--- src/rtl/core/mf3_pkg.sv ---
// Shared types and constants of the 3x3 median filter.
// No dependencies; the line store, the median pipeline and the top level import it.
package mf3_pkg;

  typedef logic [7:0] pix_t;

  // Configuration register indexes and reset values.
  localparam logic CFG_IMAGE_WIDTH  = 1'b0;
  localparam logic CFG_IMAGE_HEIGHT = 1'b1;

  localparam int unsigned CFG_WIDTH_BITS  = 11;
  localparam int unsigned CFG_HEIGHT_BITS = 13;
  localparam int unsigned CFG_DATA_BITS   = 13;

  localparam logic [CFG_WIDTH_BITS-1:0]  IMAGE_WIDTH_RESET  = 11'd512;
  localparam logic [CFG_HEIGHT_BITS-1:0] IMAGE_HEIGHT_RESET = 13'd512;

  // Smallest frame dimension in use.
  localparam int unsigned MIN_DIM = 3;

  typedef struct packed {
    pix_t pixel;
  } pix_item_t;

  typedef struct packed {
    pix_t        median;
    logic [9:0]  center_column;
    logic [11:0] center_row;
    logic        frame_last;
  } res_item_t;

  // Per-pixel control that travels with a pixel from the line store stage
  // into the median pipeline.
  typedef struct packed {
    logic        emit;
    logic [9:0]  center_column;
    logic [11:0] center_row;
    logic        frame_last;
  } meta_t;

endpackage

--- src/rtl/core/mf3_stream_if.sv ---
// Valid/ready stream interface used for the pixel and result channels.
// Depends on nothing; the payload type is set where the interface is instantiated.
interface mf3_stream_if #(
  parameter type item_t = logic [7:0]
);
  logic  valid;
  logic  ready;
  item_t data;

  modport source (output valid, output data, input ready);
  modport sink   (input valid, input data, output ready);
endinterface

--- src/rtl/core/mf3_median.sv ---
// Window of sorted columns and the median pipeline with its output register.
// Uses mf3_pkg types and drives the result channel (mf3_stream_if).
module mf3_median (
  input  logic               clk_i,
  input  logic               rst_ni,
  input  logic               shift_i,
  input  mf3_pkg::pix_t      upper_i,
  input  mf3_pkg::pix_t      middle_i,
  input  mf3_pkg::pix_t      lower_i,
  input  mf3_pkg::meta_t     meta_i,
  output logic               ready_o,
  mf3_stream_if.source       res_o
);
  import mf3_pkg::*;

  function automatic pix_t min2(input pix_t a, input pix_t b);
    return (a < b) ? a : b;
  endfunction

  function automatic pix_t max2(input pix_t a, input pix_t b);
    return (a < b) ? b : a;
  endfunction

  function automatic pix_t med3(input pix_t a, input pix_t b, input pix_t c);
    return max2(min2(a, b), min2(max2(a, b), c));
  endfunction

  // The window keeps each column already sorted into low, middle and high.
  // The median of nine is then the median of the largest low, the middle
  // of the middles and the smallest high.
  pix_t win_lo_q [3];
  pix_t win_md_q [3];
  pix_t win_hi_q [3];

  pix_t new_lo, new_md, new_hi;

  logic   b_v_q;
  meta_t  b_meta_q;
  logic   c_v_q;
  meta_t  c_meta_q;
  pix_t   c_lo_q, c_md_q, c_hi_q;
  logic   d_v_q;
  res_item_t d_res_q;

  logic b_ready, c_ready, d_ready;

  assign d_ready = !d_v_q || res_o.ready;
  assign c_ready = !c_v_q || d_ready;
  assign b_ready = !b_v_q || c_ready;
  assign ready_o = b_ready;

  always_comb begin
    new_lo = min2(min2(upper_i, middle_i), lower_i);
    new_hi = max2(max2(upper_i, middle_i), lower_i);
    new_md = med3(upper_i, middle_i, lower_i);
  end

  always_ff @(posedge clk_i or negedge rst_ni) begin
    if (!rst_ni) begin
      for (int i = 0; i < 3; i++) begin
        win_lo_q[i] <= '0;
        win_md_q[i] <= '0;
        win_hi_q[i] <= '0;
      end
    end else if (shift_i) begin
      win_lo_q[0] <= win_lo_q[1];
      win_lo_q[1] <= win_lo_q[2];
      win_lo_q[2] <= new_lo;
      win_md_q[0] <= win_md_q[1];
      win_md_q[1] <= win_md_q[2];
      win_md_q[2] <= new_md;
      win_hi_q[0] <= win_hi_q[1];
      win_hi_q[1] <= win_hi_q[2];
      win_hi_q[2] <= new_hi;
    end
  end

  always_ff @(posedge clk_i or negedge rst_ni) begin
    if (!rst_ni) begin
      b_v_q <= 1'b0;
      c_v_q <= 1'b0;
      d_v_q <= 1'b0;
    end else begin
      if (b_ready) begin
        b_v_q <= shift_i && meta_i.emit;
      end
      if (c_ready) begin
        c_v_q <= b_v_q;
      end
      if (d_ready) begin
        d_v_q <= c_v_q;
      end
    end
  end

  always_ff @(posedge clk_i) begin
    if (b_ready) begin
      b_meta_q <= meta_i;
    end
    if (c_ready) begin
      c_meta_q <= b_meta_q;
      c_lo_q   <= max2(max2(win_lo_q[0], win_lo_q[1]), win_lo_q[2]);
      c_md_q   <= med3(win_md_q[0], win_md_q[1], win_md_q[2]);
      c_hi_q   <= min2(min2(win_hi_q[0], win_hi_q[1]), win_hi_q[2]);
    end
    if (d_ready) begin
      d_res_q.median        <= med3(c_lo_q, c_md_q, c_hi_q);
      d_res_q.center_column <= c_meta_q.center_column;
      d_res_q.center_row    <= c_meta_q.center_row;
      d_res_q.frame_last    <= c_meta_q.frame_last;
    end
  end

  assign res_o.valid = d_v_q;
  assign res_o.data  = d_res_q;

endmodule

--- src/flat_wrapper.sv ---
// flat-port wrapper written by rule: the top's interface ports become plain ports
module mf3_median_flat import mf3_pkg::*;
  (clk_i, rst_ni, shift_i, upper_i, middle_i, lower_i, meta_i, ready_o, res_o_valid, res_o_data, res_o_ready);
  mf3_stream_if res_o_i ();
  input  logic clk_i;
  input  logic rst_ni;
  input  logic shift_i;
  input  mf3_pkg::pix_t upper_i;
  input  mf3_pkg::pix_t middle_i;
  input  mf3_pkg::pix_t lower_i;
  input  mf3_pkg::meta_t meta_i;
  output logic ready_o;
  output wire logic [$bits(res_o_i.valid)-1:0] res_o_valid;
  output wire logic [$bits(res_o_i.data)-1:0] res_o_data;
  input wire logic [$bits(res_o_i.ready)-1:0] res_o_ready;
  assign res_o_valid = res_o_i.valid;
  assign res_o_data = res_o_i.data;
  assign res_o_i.ready = res_o_ready;
  mf3_median u_core (.clk_i(clk_i), .rst_ni(rst_ni), .shift_i(shift_i), .upper_i(upper_i), .middle_i(middle_i), .lower_i(lower_i), .meta_i(meta_i), .ready_o(ready_o), .res_o(res_o_i));
endmodule
--- config.mk ---
export PLATFORM = sky130hd
export DESIGN_NAME = mf3_median_flat
export DESIGN_NICKNAME = d
export VERILOG_FILES = /design/src/rtl/core/mf3_pkg.sv /design/src/rtl/core/mf3_stream_if.sv /design/src/rtl/core/mf3_median.sv /design/src/flat_wrapper.sv
export SDC_FILE = /design/constraint.sdc
export NUM_CORES = 1
export LEC_CHECK = 0
export BUFFER_PORTS_ARGS = -buffer_cell sky130_fd_sc_hd__buf_2
export CAP_MARGIN = 0
export CORE_MARGIN = 8
export CORE_UTILIZATION = 40
export DETAILED_ROUTE_END_ITERATION = 7
export PLACE_DENSITY = 0.79
export SYNTH_ARGS = -nofsm -noshare
export SYNTH_HDL_FRONTEND = slang
export SYNTH_SLANG_ARGS = --single-unit
--- constraint.sdc ---
create_clock -name clk_i -period 1.76 [get_ports clk_i]
set_input_delay 0.088 -clock clk_i [delete_from_list [all_inputs] [get_ports clk_i]]
set_output_delay 0.088 -clock clk_i [all_outputs]
set_load 0.02 [all_outputs]
Yosys cells after proc, flatten, opt, wreduce, memory -nomap -nowiden
Index checks and enable logic that the tools add are counted.

storage, ports and cells
  flip-flop bits (word level) = 27
  bits in latches = 0
  input bits = 52
  memories kept = 0
  output and inout port bits = 10
  logic and storage cells = 16
  memory bits (read-only) = 0
  RAM bits = 0

operators by class
  shift-type cells = 0
  equal/unequal tests = 0
  bitwise logic cells = 0
  magnitude comparators = 0
  mux-type cells = 0
  add/subtract/negate cells = 0
  multipliers = 0
  div/mod/pow operators = 0
  reductions and logical operators = 7

operators by type and width
  kind                 number
  $logic_not A1 Y1     3
  $logic_or A1 B1 Y1   3
  $logic_and A1 B1 Y1  1

Longest topological paths before layout
  depth after elaboration = 4
  depth in mapped cells = 3
  mapped depth without buffers = 3

Worst setup path before layout
Ideal clock, no wire load.

  kind = flip-flop to flip-flop
  start = register u_core.d_v_q (netlist: u_core.res_o.valid)
  end = register u_core.b_meta_q[0] (netlist name), enable pin
  setup time = 397 ps
  cell stages (with the launch flop) = 3
  data arrival time = 1009 ps
  buffers on the path = 0
  data required time = 1363 ps
  slack = 354 ps
  clock period less this slack = 1406 ps
  path through = dfrtp_1 nor2b_4 nand3_1

on the way
  word-level cells in the longest chain between the ends = 4

ends and longest elaborated chain
  what                    line                source
  start, declared         mf3_median.sv:42    logic d_v_q;
  start signal, assigned  mf3_median.sv:91    d_v_q <= c_v_q;
  $logic_not A1 Y1        mf3_median.sv:47    assign d_ready = !d_v_q || res_o.ready;
  $logic_or A1 B1 Y1      mf3_median.sv:47
  $logic_or A1 B1 Y1      mf3_median.sv:48    assign c_ready = !c_v_q || d_ready;
  $logic_or A1 B1 Y1      mf3_median.sv:49    assign b_ready = !b_v_q || c_ready;
  via ready_o             flat_wrapper.sv:12  output logic ready_o;
  end signal, assigned    mf3_median.sv:98    b_meta_q <= meta_i;
  end, declared           mf3_median.sv:38    meta_t b_meta_q;

The timed path passes the listed nets, and every way through them passes these cells.
A chain may end at the register's enable or synchronous reset.

Worst setup path in the final report
  start = register u_core.d_v_q (netlist: u_core.res_o.valid)
  end = output port ready_o

on the way
  word-level cells in the longest chain between the ends = 4

ends and longest elaborated chain
  what                line
  $logic_not A1 Y1    mf3_median.sv:47
  $logic_or A1 B1 Y1  mf3_median.sv:47
  $logic_or A1 B1 Y1  mf3_median.sv:48
  $logic_or A1 B1 Y1  mf3_median.sv:49
  end, declared       flat_wrapper.sv:12

Every way passes these cells.

==> flow_summary.toml <==
[clocking]
cts.repair.resized = 0
cts_htree_levels = 1
cts_root_buf = "clkbuf_4"
tritoncts = "built"
cts_hold_buf = 11
cts_buffer_depth = 2
clk_latency_ps = 310
postCtsSetupBuffers = 0
path_clk_slew_ps = 120
cts_buffers = 3
clock_sinks = 27

[routing]
drtIter0Drc = 3
vias = 414
drc_errors = 0
totalWireLength_um = 1110
drt_first_pass_iters = 4
vias_per_cell = 4.22
wire_per_inst_um = 11.3
antenna_left = 0

[timing]
fin_crit_ps = 1550
worst_pin_slew_ps = 374
fin_skew_ps = 6.35
worst_hold_slack_ps = 84.5
hold_violations = 0
relSlewSlack_pct = 75.0
setup_slack_ps = 209
rsz0062_at_grt = "false"
tns_ps = 0
setup_viol = 0
drv_slew = 0
timing.fmax_ghz = 0.645
post-route-period-util_pct = 88.1

[floorplan]
row_count = 16
die_area_um2 = 3850
pin_count = 62
core_area_um2 = 1980
die_w_um = 62.1
die_h_um = 62.1
start_util_pct = 42.8

[synth]
ys_top_cells_by_count = "edfxtp_1, dfrtp_1, nand2b_1"
synth-edff-count = 24
postSynthAreaPerCell_um2 = 25.0
synth_top_area_cell = "edfxtp_1"
synth_ff_type = "edfxtp_1"
syn_inst = 34
syn_nets = 86
synth_warnings = 0
synth_cell_types = 8
yosysMostFrequentCell = "edfxtp_1"
ys_ff_latch = 27
synth_top_area_share_pct = 85.0
netlist_area_um2 = 848
ys_top_cells_by_area = "edfxtp_1, dfrtp_1, nor2b_4"
yosysSeqAreaShare_pct = 93.8
async_flop_share_pct = 11.1

[setup_path]
setup.worst_path.start = "u_core.res_o.valid$_DFFE_PN0P_"
worstSetupStartpointType = "flop"
end_kind = "output port"
r2r_start = "u_core.res_o.valid$_DFFE_PN0P_"
path_class = "reg -> out"
crit_required_ps = 1670
crit_arrival_ps = 1460
crit_path_max_fanout = 9

[global_route]
first_global_vias = 399
grt.overflow.total = 0
track_usage_pct = 6.70
antenna_found_initial = 0
grt_pass1_wl_um = 1700
grt_max_degree = 15

[place]
port_buffers = 22
postPlaceCellArea_um2 = 992
preCtsSetupSlack_ps = 553
place.gp.congestion = 0.704

[final_layout]
diodes = 0
nets = 124
fin_util_pct = 56.9
fin_area_um2 = 1130
drive_gt1_share_pct = 36.6
synthToLayoutAreaGrowth_pct = 33.0

[outcome]
outcome = "finished, final reports clean"

[hold_path]
hold_class = "in -> async"

[power]
p_leak_nw = 0.456
ir_drop_mv = 0.573
p_per_area_nw_per_um2 = 997

[flow_run]
maxCapViolCount = 0
cell usage in the layout (no fill, tap or decap), drive strengths merged:
cell type,n
a32o,1
dfrtp,3
clkbuf,4
nand2b,2
edfxtp,24
buf,22
nand3b,1
nor2b,1
dlygate4sd3,11
inv,1
nand3,1
layout make-up:
class | instances | area [µm²]
Fill cell | 152 | 853
Tap cell | 27 | 33.8
Sequential cell | 27 | 796
Inverter | 1 | 3.75
Timing Repair Buffer | 33 | 220
Multi-Input combinational cell | 6 | 48.8
Clock buffer | 4 | 26.3
power breakdown:
group          internal [W]  total (W)  switching, W
Clock             0.0000886   0.000241      0.000152
Sequential         0.000759   0.000774     0.0000150
Combinational     0.0000491   0.000111     0.0000615
cell families (layout without fill, tap and decap cells):
family / count (synthesis) / in the layout / synth area share (%)
DFF: 27 / 27 / 93.8
and+or+nand+nor: 5 / 5 / 4.57
buffers and inverters: 1 / 38 / 0.442
AOI/OAI and AO/OA: 1 / 1 / 1.18
final timing paths:
check,end,slack [ps],cells after the start
setup / recovery,ready_o,210,3
hold / removal,u_core.res_o.valid$_DFFE_PN0P_,80,2
setup reg to reg,u_core.b_v_q$_DFFE_PN0P_,300,3
hold reg to reg,u_core.res_o.data[2]$_DFFE_PP_,430,0
max in group asynchronous,u_core.b_v_q$_DFFE_PN0P_,1570,2
min in group clk_i,u_core.res_o.valid$_DFFE_PN0P_,270,4
state kept, by name, summed over array words and instances, names as in the netlist:
name,cells
u_core.b_v_q,1
u_core.res_o.valid,1
u_core.c_meta_q,8
u_core.c_v_q,1
u_core.res_o.data,8
u_core.b_meta_q,8
critical path, cell delays in order (launching register included):
cell	delay (ps)
dfrtp_1	390
nor2b_4	180
nand3_1	300
buf_2	280
routing by layer:
metal	vias up	part of all wire, %	track usage, %
met2	35	46	11.8
met1	168	34	4.80
met5	-	0	0
li1	205	-	-
met4	0	3.9	6.82
met3	6	17	3.50
metrics by stage:
| step | power (W) | std cells |
|---|---|---|
| after floorplan | 0.000838 | 34 |
| after global placement | 0.000877 | 83 |
| after detailed placement | 0.000881 | 83 |
| after CTS | 0.00114 | 98 |
| after global routing | 0.00117 | 98 |
| final | 0.00113 | 98 |
Power figures use the tool's default switching activity.
